## src/sv/afrc_pkg.sv

```systemverilog
// ----------------------------------------------------------------------------
// afrc_pkg
// types and constants of the api frame receiver with checksum check
// ----------------------------------------------------------------------------
package afrc_pkg;

  localparam logic [3:0] PH_HUNT    = 4'd0;
  localparam logic [3:0] PH_LEN_HI  = 4'd1;
  localparam logic [3:0] PH_LEN_LO  = 4'd2;
  localparam logic [3:0] PH_API     = 4'd3;
  localparam logic [3:0] PH_ID      = 4'd4;
  localparam logic [3:0] PH_DEST_HI = 4'd5;
  localparam logic [3:0] PH_DEST_LO = 4'd6;
  localparam logic [3:0] PH_OPT     = 4'd7;
  localparam logic [3:0] PH_PAYLOAD = 4'd8;
  localparam logic [3:0] PH_CHECK   = 4'd9;

  localparam logic [7:0]  START_BYTE = 8'h7E;
  localparam logic [7:0]  SUM_BASE   = 8'hFF;
  localparam logic [15:0] HEADER_LEN = 16'd5;

  localparam logic KIND_PAYLOAD = 1'b0;
  localparam logic KIND_END     = 1'b1;

  typedef struct packed {
    logic        kind;
    logic [7:0]  data_byte;
    logic [7:0]  api_id;
    logic [7:0]  frame_id;
    logic [15:0] dest_addr;
    logic [7:0]  options;
    logic [15:0] frame_length;
    logic        checksum_ok;
  } result_t;

endpackage

```

## src/sv/api_frame_receiver_checksum.sv

```systemverilog
// ----------------------------------------------------------------------------
// api_frame_receiver_checksum
// serial api frame receiver: streams payload bytes, checks the frame checksum
// ----------------------------------------------------------------------------
//  channel | handshake           | payload
//  rx      | rx_valid / rx_ready | rx_byte
//  res     | res_valid/res_ready | kind, data_byte, api_id, frame_id,
//          |                     | dest_addr, options, frame_length, checksum_ok
//
//  one byte per cycle while the output register is empty or being drained; the
//  result of a byte is in the output register the cycle after its transaction
//  rx_ready is high whenever the output register is empty or being drained
//  rst clears the frame state to hunting and empties the output register
//  header bytes and bytes dropped while hunting give no result
module api_frame_receiver_checksum
  import afrc_pkg::*;
(
  input  logic        clk,
  input  logic        rst,
  input  logic        rx_valid,
  output logic        rx_ready,
  input  logic [7:0]  rx_byte,
  output logic        res_valid,
  input  logic        res_ready,
  output logic        kind,
  output logic [7:0]  data_byte,
  output logic [7:0]  api_id,
  output logic [7:0]  frame_id,
  output logic [15:0] dest_addr,
  output logic [7:0]  options,
  output logic [15:0] frame_length,
  output logic        checksum_ok
);

  logic    step;
  logic    emit;
  result_t res;
  result_t res_q;

  assign rx_ready = !res_valid || res_ready;
  assign step     = rx_valid && rx_ready;

  afrc_parser u_parser (
    .clk     (clk),
    .rst     (rst),
    .step    (step),
    .rx_byte (rx_byte),
    .emit    (emit),
    .res     (res)
  );

  always_ff @(posedge clk) begin
    if (rst) begin
      res_valid <= 1'b0;
    end else if (step && emit) begin
      res_valid <= 1'b1;
    end else if (res_ready) begin
      res_valid <= 1'b0;
    end
  end

  always_ff @(posedge clk) begin
    if (step && emit) begin
      res_q <= res;
    end
  end

  assign kind         = res_q.kind;
  assign data_byte    = res_q.data_byte;
  assign api_id       = res_q.api_id;
  assign frame_id     = res_q.frame_id;
  assign dest_addr    = res_q.dest_addr;
  assign options      = res_q.options;
  assign frame_length = res_q.frame_length;
  assign checksum_ok  = res_q.checksum_ok;

endmodule

```

## src/sv/afrc_parser.sv

```systemverilog
// ----------------------------------------------------------------------------
// afrc_parser
// frame state machine: header capture, running sum and result formation
// ----------------------------------------------------------------------------
module afrc_parser
  import afrc_pkg::*;
(
  input  logic        clk,
  input  logic        rst,
  input  logic        step,
  input  logic [7:0]  rx_byte,
  output logic        emit,
  output result_t     res
);

  logic [3:0]  phase, phase_next;
  logic [15:0] length_reg, length_reg_next;
  logic [15:0] payload_left, payload_left_next;
  logic [7:0]  api_reg, api_reg_next;
  logic [7:0]  id_reg, id_reg_next;
  logic [15:0] dest_reg, dest_reg_next;
  logic [7:0]  opt_reg, opt_reg_next;
  logic [7:0]  running_sum, running_sum_next;
  logic [7:0]  sum_add;
  logic [15:0] left_dec;

  assign sum_add  = running_sum + rx_byte;
  assign left_dec = payload_left - 16'd1;

  always_comb begin
    phase_next        = phase;
    length_reg_next   = length_reg;
    payload_left_next = payload_left;
    api_reg_next      = api_reg;
    id_reg_next       = id_reg;
    dest_reg_next     = dest_reg;
    opt_reg_next      = opt_reg;
    running_sum_next  = running_sum;
    emit              = 1'b0;
    res.kind          = KIND_PAYLOAD;
    res.data_byte     = rx_byte;
    res.api_id        = api_reg;
    res.frame_id      = id_reg;
    res.dest_addr     = dest_reg;
    res.options       = opt_reg;
    res.frame_length  = length_reg;
    res.checksum_ok   = 1'b0;
    unique case (phase)
      PH_LEN_HI: begin
        length_reg_next = {rx_byte, 8'h00};
        phase_next      = PH_LEN_LO;
      end
      PH_LEN_LO: begin
        length_reg_next  = {length_reg[15:8], rx_byte};
        running_sum_next = 8'h00;
        phase_next       = PH_API;
      end
      PH_API: begin
        api_reg_next     = rx_byte;
        running_sum_next = sum_add;
        phase_next       = PH_ID;
      end
      PH_ID: begin
        id_reg_next      = rx_byte;
        running_sum_next = sum_add;
        phase_next       = PH_DEST_HI;
      end
      PH_DEST_HI: begin
        dest_reg_next    = {rx_byte, 8'h00};
        running_sum_next = sum_add;
        phase_next       = PH_DEST_LO;
      end
      PH_DEST_LO: begin
        dest_reg_next    = {dest_reg[15:8], rx_byte};
        running_sum_next = sum_add;
        phase_next       = PH_OPT;
      end
      PH_OPT: begin
        opt_reg_next     = rx_byte;
        running_sum_next = sum_add;
        if (length_reg > HEADER_LEN) begin
          payload_left_next = length_reg - HEADER_LEN;
          phase_next        = PH_PAYLOAD;
        end else begin
          payload_left_next = 16'd0;
          phase_next        = PH_CHECK;
        end
      end
      PH_PAYLOAD: begin
        running_sum_next  = sum_add;
        payload_left_next = left_dec;
        if (left_dec == 16'd0) begin
          phase_next = PH_CHECK;
        end
        emit = 1'b1;
      end
      PH_CHECK: begin
        emit            = 1'b1;
        res.kind        = KIND_END;
        res.data_byte   = 8'h00;
        res.checksum_ok = ((SUM_BASE - running_sum) == rx_byte);
        phase_next      = PH_HUNT;
      end
      default: begin
        phase_next = (rx_byte == START_BYTE) ? PH_LEN_HI : PH_HUNT;
      end
    endcase
  end

  always_ff @(posedge clk) begin
    if (rst) begin
      phase        <= PH_HUNT;
      length_reg   <= 16'd0;
      payload_left <= 16'd0;
      api_reg      <= 8'd0;
      id_reg       <= 8'd0;
      dest_reg     <= 16'd0;
      opt_reg      <= 8'd0;
      running_sum  <= 8'd0;
    end else if (step) begin
      phase        <= phase_next;
      length_reg   <= length_reg_next;
      payload_left <= payload_left_next;
      api_reg      <= api_reg_next;
      id_reg       <= id_reg_next;
      dest_reg     <= dest_reg_next;
      opt_reg      <= opt_reg_next;
      running_sum  <= running_sum_next;
    end
  end

endmodule

```

## config.mk

```make
export PLATFORM = sky130hd
export DESIGN_NAME = api_frame_receiver_checksum
export DESIGN_NICKNAME = d
export VERILOG_FILES = /design/src/sv/afrc_pkg.sv /design/src/sv/api_frame_receiver_checksum.sv /design/src/sv/afrc_parser.sv
export SDC_FILE = /design/constraint.sdc
export NUM_CORES = 1
export LEC_CHECK = 0
export BUFFER_PORTS_ARGS = -buffer_cell sky130_fd_sc_hd__buf_2
export CORE_UTILIZATION = 35
export CTS_BUF_LIST = sky130_fd_sc_hd__clkbuf_16
export CTS_CLUSTER_DIAMETER = 30
export DETAILED_ROUTE_END_ITERATION = 10
export MAX_ROUTING_LAYER = met4
export SLEW_MARGIN = 15
export SYNTH_ARGS = -nofsm -noshare
export SYNTH_HDL_FRONTEND = slang
export SYNTH_SLANG_ARGS = --single-unit
```

## constraint.sdc

```tcl
create_clock -name clk -period 6.12 [get_ports clk]
set_input_delay 1.224 -clock clk [delete_from_list [all_inputs] [get_ports clk]]
set_output_delay 1.224 -clock clk [all_outputs]
set_load 0.01 [all_outputs]
```

# After elaboration in Yosys (flattened, before gate mapping)
# Index checks and enable logic that the tools add are counted.
# W data, S select, Z words.
# word_totals
mem_count,0
output_inout_bits,68
reg_bits,151
latchBits,0
rom_bits,0
input_bits,12
word_cells,73
mem_bits_rw,0
# op_classes
addsub,4
order_cmp,1
n_shift,0
n_mul,0
n_reduce_logical,22
eq_ne,12
div_mod_pow,0
n_bitwise,2
n_mux,13
# op_table
cell,count
$pmux W16 S2,3
$pmux W4 S9,1
$eq A4 B3 Y1 const B,4
$gt A16 B3 Y1 const B,1
$logic_not A16 Y1,1
$mux W16,1
$pmux W8 S2,1
$reduce_and A2 Y1,8
$sub A16 B1 Y16 const B,1
$sub A16 B3 Y16 const B,1
$reduce_bool A2 Y1,5
$mux W9,1
$add A8 B8 Y8,1
$eq A4 B2 Y1 const B,2
$eq A4 B4 Y1 const B,2
$eq A8 B7 Y1 const B,1
$eq A8 B8 Y1,1
$sub A8 B8 Y8 const A,1
$reduce_and A3 Y1,2
$reduce_or A6 Y1,1
$mux W1,5
$eq A4 B1 Y1 const B,1
$mux W4,1
$logic_and A1 B1 Y1,2
other kinds (5),6

# Depth between registers and ports, before layout
# Gate-level depths: netlist (run 1).
# logic_depth
ltp_word,5
ltp_mapped,9
depth_no_buf,7

# By module
# A second synthesis (run 1) with hierarchy kept.
# unflattened
cells_unflattened,611
hier_area_um2,6546.3
# modules_own_cells
module,n_inst,seq_area_each_um2,area_per_inst_um2,cells_each
afrc_parser,1,1681.6,4496.8,539
api_frame_receiver_checksum,1,2001.9,2049.5,72

# Worst setup path before layout (run 1)
# OpenSTA, ideal clock, no wires.
# synth_timing
path_type,input port to flip-flop
start,input res_ready
end,register res_q (netlist bit api_id[0]) (enable)
setup_ns,0.432
cell_stages,4
setup_slack_ns,2.281
arrival_ns,3.406
required_ns,5.688
path_buffers,1
path_cell_list,nor2b_1 -> nor2_1 -> clkbuf_1 -> and3_1
# synth_via
elab_chain_cells,3
# synth_rtl
element,line,source
start: declaration,api_frame_receiver_checksum.sv:24,"input logic res_ready,"
$logic_or A1 B1 Y1,api_frame_receiver_checksum.sv:40,assign rx_ready = !res_valid || res_ready;
$logic_and A1 B1 Y1,api_frame_receiver_checksum.sv:41,assign step = rx_valid && rx_ready;
$logic_and A1 B1 Y1,api_frame_receiver_checksum.sv:63,if (step && emit) begin
end signal: assignment,api_frame_receiver_checksum.sv:64,res_q <= res;
end: declaration,api_frame_receiver_checksum.sv:38,result_t res_q;
# No other way between the ends.
# A chain may end at the register's enable or synchronous reset.

# Final worst setup path (run 1)
# layout_timing
start,input res_ready
end,output rx_ready
# layout_via
elab_chain_cells,1
# layout_rtl
element,line,source
$logic_or A1 B1 Y1,api_frame_receiver_checksum.sv:40,
end: declaration,api_frame_receiver_checksum.sv:21,"output logic rx_ready,"
# No other way between the ends.

==> impl_metrics.env, run 1 <==
export IMPL_outcome="finished, final reports clean"
export IMPL_finalSetupViolations=0
export IMPL_critical_path_class="primary input to primary output"
export IMPL_switching_share_pct=22.17
export IMPL_maxCapViolCount=0
export IMPL_postPlaceCellArea_um2=7127
export IMPL_worstSetupEndpointType="primary output"
export IMPL_fin_area_um2=7719
export IMPL_finClkSkew_ns=0.008228
export IMPL_rows=49
export IMPL_die_width_um=139.4
export IMPL_layout_drive_gt1_share_pct=17.18
export IMPL_path_max_fanout=7
export IMPL_nets=727
export IMPL_final_hold_viol_count=0
export IMPL_vias=5159
export IMPL_syn_to_final_growth_pct=16.86
export IMPL_holdPathEnd="api_id[2]"
export IMPL_final_common_cell="dfxtp_1"
export IMPL_gr_usage_all_layers_pct=17.66
export IMPL_clock_fmax_mhz=305.0
export IMPL_die_area_um2=19430
export IMPL_post_cts_repair_setup_buffers=0
export IMPL_r2r_end="u_parser.payload_left[11]"
export IMPL_pwr_share_comb_pct=5.1
export IMPL_drt_pre_antenna_iters=5
export IMPL_dp_hpwl_um=10970
export IMPL_r2r_start="u_parser.phase[3]"
export IMPL_port_buffers=79
export IMPL_peakVddDrop_uv=153.3
export IMPL_worstHoldPathType="register to register"
export IMPL_seq_power_share_pct=47.9
export IMPL_synth_ff_type="dfxtp_1"
export IMPL_crit_chain="buf_2 -> nor2b_1 -> inv_1 -> buf_2"
export IMPL_drt_antenna_violating_nets=0
export IMPL_synth_edff_count=66
export IMPL_fillers=1729
export IMPL_hold_depth=0
export IMPL_fp_coreArea_um2=18210
export IMPL_fin_crit_sh_pct=53.58
export IMPL_tightestPinTransition_ns=1.008
export IMPL_worst_setup_path_start_kind="primary input"
export IMPL_r2r_slack_ns=3.09
export IMPL_antenna_cells=0
export IMPL_grt_pass1_wl_um=26100
export IMPL_htree_num_levels=4
export IMPL_cts_resized=0
export IMPL_p_leak_uw=0.002991
export IMPL_cts_root_buffer="clkbuf_16"
export IMPL_detailedRoute_firstIterationViolations=393
export IMPL_syn_avg_cell_area_um2=10.21
export IMPL_p_switching_uw=491.3
export IMPL_clk_pin_slew_ns=0.06
export IMPL_tns_ns=0
export IMPL_crit_required_ns=4.90
export IMPL_via_per_inst=5.459
export IMPL_cts_sinks=151
export IMPL_p_int_uw=1725
export IMPL_hold_start="u_parser.api_reg[2]"
export IMPL_final_max_slew_viol_count=0
export IMPL_place_gp_congestion=0.8322
export IMPL_wl_per_cell_um=17.29
export IMPL_cts_buffers=17
export IMPL_cts_hold_buf=0
export IMPL_relSlewSlack_pct=32.66
export IMPL_grt_max_degree=82
export IMPL_cp_common_cell="buf_2"
export IMPL_fin_crit_ns=3.279
export IMPL_synthCells=647
export IMPL_cellPowerDensity_nw_per_um2=287.1
export IMPL_yosysWarnings=0
export IMPL_netlist_area_um2=6605
export IMPL_clk_latency_ns=0.42
export IMPL_die_h_um=139.4
export IMPL_io_pins=80
export IMPL_synthArstFlopShare_pct=0
export IMPL_slowest_stage="nor2b_1"
export IMPL_rr_worst_depth=5
export IMPL_cts_tree="yes"
export IMPL_layout_common_cells="dfxtp_1 (85), buf_2 (79), edfxtp_1 (66)"
export IMPL_multi_input_area_um2=2691
export IMPL_clockBufferDepth=2
export IMPL_synth_net_count=671
export IMPL_synth_seq_area_share_pct=55.77
export IMPL_drc=0
export IMPL_cp_num_buf_inv=3
export IMPL_slowest_delay_ns=0.41
export IMPL_finalPower_uw=2216
export IMPL_antenna_found_initial=0
export IMPL_initial_utilization_pct=36.27
export IMPL_rsz0062_at_grt="false"
export IMPL_grt_pass1_vias=4853
export IMPL_crit_family="buffers and inverters"
export IMPL_overflow=0
export IMPL_synth_distinct_cells=66
export IMPL_synth_seq_cells=151
export IMPL_worstPathArrival_ns=2.06
export IMPL_seq_area_um2=3684
export IMPL_routed_wl_um=16340
export IMPL_clkPwrFrac_pct=47.0
==> layout make-up <==
| type | instances | share of cell area (%) |
|---|---|---|
| sequential | 151 | 47.72 |
| inverter | 14 | 0.6808 |
| tap | 229 | 3.712 |
| clock inverter | 15 | 2.091 |
| timing repair buffer | 82 | 5.414 |
| clock buffer | 17 | 5.511 |
| multi-input combinational | 437 | 34.87 |
==> metal layers <==
layer / track usage [%] / vias up / part of all wire (%)
met5: - / - / 0
li1: - / 2461 / -
met2: 26.55 / 184 / 46
met3: 3.923 / 47 / 6.0
met4: 8.772 / 0 / 2.7
met1: 22.39 / 2467 / 45
==> synth_stat cells (4+ instances only) <==
| library cell | instances | share of area, % |
|---|---|---|
| dfxtp_1 | 85 | 26 |
| edfxtp_1 | 66 | 30 |
| a21oi_1 | 58 | 4.4 |
| nor2_1 | 58 | 3.3 |
| nand2_1 | 54 | 3.1 |
| nand3_1 | 41 | 3.1 |
| clkbuf_1 | 39 | 2.2 |
| mux2i_1 | 25 | 3.8 |
| o21ai_0 | 24 | 1.8 |
| inv_1 | 14 | 0.80 |
| nor3_1 | 14 | 1.1 |
| xnor2_1 | 14 | 1.9 |
| nor2b_1 | 13 | 1.2 |
| a22oi_1 | 12 | 1.4 |
| ha_1 | 11 | 2.1 |
| nand4_1 | 10 | 0.95 |
| xor2_1 | 7 | 0.93 |
| nor4_1 | 6 | 0.57 |
| a31oi_1 | 5 | 0.47 |
| and2_1 | 5 | 0.47 |
| nand2b_1 | 5 | 0.47 |
| a211oi_1 | 4 | 0.45 |
| a221oi_1 | 4 | 0.53 |
| nand4b_1 | 4 | 0.53 |
| o21a_1 | 4 | 0.45 |
| or4_1 | 4 | 0.45 |
==> per-stage QoR <==
stage / setup WS [ns] / hold slack [ns] / util, % / std cells
after global routing: 2.735 / 0.4302 / 42.39 / 945
after detailed placement: 2.549 / 0.4196 / 39.14 / 913
after CTS: 2.800 / 0.4301 / 42.36 / 945
after global placement: 2.633 / 0.4142 / 39.14 / 913
after floorplan: 2.281 / 0.4080 / - / 647
final: 2.841 / 0.4264 / 42.39 / 945
==> power groups by stage <==
stage | combinational, uW | clock [uW] | sequential, uW
after floorplan | 83.7 | 0 | 1080
after global placement | 110 | 0 | 1080
after detailed placement | 112 | 0 | 1080
after CTS | 112 | 1060 | 1060
after global routing | 124 | 1100 | 1060
final | 113 | 1040 | 1060
==> worst register-to-register path, cell delays in order, from the launching register on <==
cell and delay, ns:
dfxtp_1 0.56, or4b_1 0.82, a211oi_2 0.93, o21ai_0 0.21, a221oi_1 0.29, nor2_1 0.07
==> cell families after synthesis <==
logic type | share of synthesized area [%]
compound gates | 12.71
xor+xnor | 2.785
fa+ha+maj | 2.387
buf+inv | 3.675
flops | 55.77
mux | 3.959
simple gates | 18.72
==> worst max path at each step <==
stage | end | depth (start not counted) | slack [ns] | start
finish | rx_ready | 4 | 2.84 | res_ready
detailed placement | dest_addr[12] | 5 | 2.55 | rx_valid
global placement | data_byte[2] | 5 | 2.63 | res_ready
floorplan | api_id[0] | 4 | 2.28 | res_ready
global route | rx_ready | 4 | 2.73 | res_ready
CTS | rx_ready | 4 | 2.80 | res_ready
Note: power is estimated with default switching activity, not from simulation.
==> run 2: changes to the inputs <==
--- a/config.mk
+++ b/config.mk
@@ -5,6 +5,7 @@
 export SDC_FILE = /design/constraint.sdc
 export NUM_CORES = 1
 export LEC_CHECK = 0
+export ABC_AREA = 1
 export BUFFER_PORTS_ARGS = -buffer_cell sky130_fd_sc_hd__buf_2
 export CORE_UTILIZATION = 35
 export CTS_BUF_LIST = sky130_fd_sc_hd__clkbuf_16
==> constraint.sdc (replaced) <==
create_clock -name clk -period 2.8 [get_ports clk]
set_input_delay 0.56 -clock clk [delete_from_list [all_inputs] [get_ports clk]]
set_output_delay 0.56 -clock clk [all_outputs]
set_load 0.01 [all_outputs]
==> run 2 against run 1 <==
Net effect:
- sequential power grew 120%
- critical path depth grew 3
- critical path type is now register to register
- wire length shrank 6.6%
- largest cell class unchanged
==> impl_metrics.env, run 2 <==
export IMPL_cellPowerDensity_nw_per_um2=592.4
export IMPL_p_switching_uw=1042
export IMPL_final_hold_viol_count=0
export IMPL_dp_hpwl_um=10620
export IMPL_grt_max_degree=46
export IMPL_die_h_um=137.1
export IMPL_dpl_cell_count=999
export IMPL_fin_crit_sh_pct=73.27
export IMPL_worstPathArrival_ns=2.37
export IMPL_drt_antenna_violating_nets=0
export IMPL_antenna_found_initial=0
export IMPL_clk_pin_slew_ns=0.07
export IMPL_peakVddDrop_uv=387.6
export IMPL_syn_to_final_growth_pct=19.03
export IMPL_clock_fmax_mhz=487.5
export IMPL_synth_ff_type="dfxtp_1"
export IMPL_crit_cells=7
export IMPL_synth_seq_cells=151
export IMPL_switching_share_pct=23.15
export IMPL_cts_tree="yes"
export IMPL_netlist_area_um2=6384
export IMPL_nets=813
export IMPL_fin_area_um2=7599
export IMPL_drt_pre_antenna_iters=6
export IMPL_slowest_delay_ns=0.44
export IMPL_seq_area_um2=3684
export IMPL_drc=0
export IMPL_synthArstFlopShare_pct=0
export IMPL_yosysMostFrequentCell="nand2_1"
export IMPL_slowest_stage="nor2_4"
export IMPL_yosysWarnings=0
export IMPL_cts_root_buffer="clkbuf_16"
export IMPL_synth_commonest_cells="nand2_1 (156), dfxtp_1 (85), a21oi_1 (78)"
export IMPL_synth_edff_count=66
export IMPL_htree_num_levels=4
export IMPL_antenna_cells=0
export IMPL_pwr_share_comb_pct=2.1
export IMPL_fillers=1783
export IMPL_clkPwrFrac_pct=47.3
export IMPL_die_width_um=137.1
export IMPL_layout_cells_non_filler=1031
export IMPL_postPlaceCellArea_um2=7053
export IMPL_overflow=0
export IMPL_die_area_um2=18780
export IMPL_crit_chain="nand2_1 -> nor2_4 -> nor2_1 -> nor2_2 -> buf_4 -> o21ai_0 -> o221a_2"
export IMPL_finalSetupViolations=0
export IMPL_tightestPinTransition_ns=0.8016
export IMPL_detailedRoute_firstIterationViolations=310
export IMPL_synth_distinct_cells=34
export IMPL_cp_num_buf_inv=1
export IMPL_worstHoldPathType="register to register"
export IMPL_p_leak_uw=0.003023
export IMPL_via_per_inst=4.863
export IMPL_yosys_area_top_type="edfxtp_1"
export IMPL_synth_seq_area_share_pct=57.70
export IMPL_port_buffers=79
export IMPL_worstSetupEndpointType="register"
export IMPL_rr_worst_depth=7
export IMPL_outcome="finished, final reports clean"
export IMPL_rows=49
export IMPL_finClkSkew_ns=0.008363
export IMPL_crit_family="simple AND/OR/NAND/NOR gates"
export IMPL_finalPower_uw=4502
export IMPL_yosys_top_cells_area="edfxtp_1 (31%), dfxtp_1 (27%), nand2_1 (9.2%)"
export IMPL_fp_coreArea_um2=17900
export IMPL_cts_resized=0
export IMPL_grt_pass1_vias=4715
export IMPL_final_common_cell="nand2_1"
export IMPL_clk_latency_ns=0.42
export IMPL_seq_power_share_pct=50.7
export IMPL_cts_hold_buf=0
export IMPL_layout_drive_gt1_share_pct=19.08
export IMPL_critical_path_class="register to register"
export IMPL_path_max_fanout=33
export IMPL_clockBufferDepth=2
export IMPL_tns_ns=0
export IMPL_cts_sinks=151
export IMPL_p_int_uw=3460
export IMPL_initial_utilization_pct=35.66
export IMPL_cts_buffers=17
export IMPL_maxCapViolCount=0
export IMPL_gr_usage_all_layers_pct=17.65
export IMPL_vias=5014
export IMPL_synth_net_count=727
export IMPL_place_gp_congestion=0.9383
export IMPL_layout_common_cells="nand2_1 (156), dfxtp_1 (85), buf_2 (79)"
export IMPL_fin_crit_ns=2.051
export IMPL_post_cts_repair_setup_buffers=0
export IMPL_synthCells=703
export IMPL_relSlewSlack_pct=46.27
export IMPL_grt_pass1_wl_um=24260
export IMPL_rsz0062_at_grt="false"
export IMPL_multi_input_area_um2=2402
export IMPL_fin_util_pct=42.44
export IMPL_io_pins=80
export IMPL_final_max_slew_viol_count=0
export IMPL_routed_wl_um=15250
export IMPL_syn_avg_cell_area_um2=9.081
export IMPL_wl_per_cell_um=14.79
export IMPL_hold_depth=0
export IMPL_yosysTopAreaCellShare_pct=31.05
export IMPL_worst_setup_path_start_kind="register"
export IMPL_crit_required_ns=3.12
[run 2: cell types whose count changed in the layout (fill, tap and decap cells not counted), sizes merged, moves of 9 or more]
cell / change
o21ai: +23
nor2b: -13
nor2: +24
nand2: +107
xnor2: -9
mux2i: -25
a22oi: -10
a21oi: +20
nand3: -9
inv: +50
[run 2: path summary, 6_finish.rpt]
check | start | endpoint | slack, ns
worst min-delay path | u_parser.opt_reg[1] | options[1] | 0.42
worst max register to register | u_parser.phase[3] | u_parser.payload_left[1] | 0.75
worst min register to register | u_parser.opt_reg[1] | options[1] | 0.42
worst max-delay path | u_parser.phase[3] | u_parser.payload_left[1] | 0.75
[run 2: metal layers]
layer	up-vias	part of all wire [%]	GRT usage [%]
met1	2322	48	23.53
li1	2555	-	-
met5	-	0	-
met4	0	1.5	6.227
met3	14	4.9	3.926
met2	123	46	26.23
[run 2: cells by family (layout without fill, tap and decap cells)]
kind of cell	count (synthesis)	after routing	share of synthesized area, %
AOI/OAI and AO/OA	146	146	12.03
xor gates and xnor gates	17	17	2.332
adders and majority gates	12	12	2.470
buffers and inverters	79	178	4.782
DFF	151	151	57.70
and+or+nand+nor	298	298	20.68
[run 2: stage by stage]
step	hold WS (ns)	setup WS (ns)
2_1_floorplan	0.4030	0.3925
3_3_place_gp	0.4073	0.5212
3_5_place_dp	0.4084	0.4821
4_1_cts	0.4234	0.7436
5_1_grt	0.4373	0.5069
6_report	0.4240	0.7485
[run 2: cell type report]
type,instances,area share (%)
sequential,151,48.48
clock inverter,15,1.581
tap,229,3.771
timing repair buffer,88,6.093
inverter,58,2.865
clock buffer,17,5.599
multi-input combinational,473,31.62
[run 2: power by group through the flow]
stage,Combinational [uW],Clock [uW],Sequential [uW]
2_1_floorplan,49.6,0,2330
3_3_place_gp,91.8,0,2330
3_5_place_dp,92.7,0,2330
4_1_cts,92.8,2170,2280
5_1_grt,103,2250,2280
6_report,92.6,2130,2280
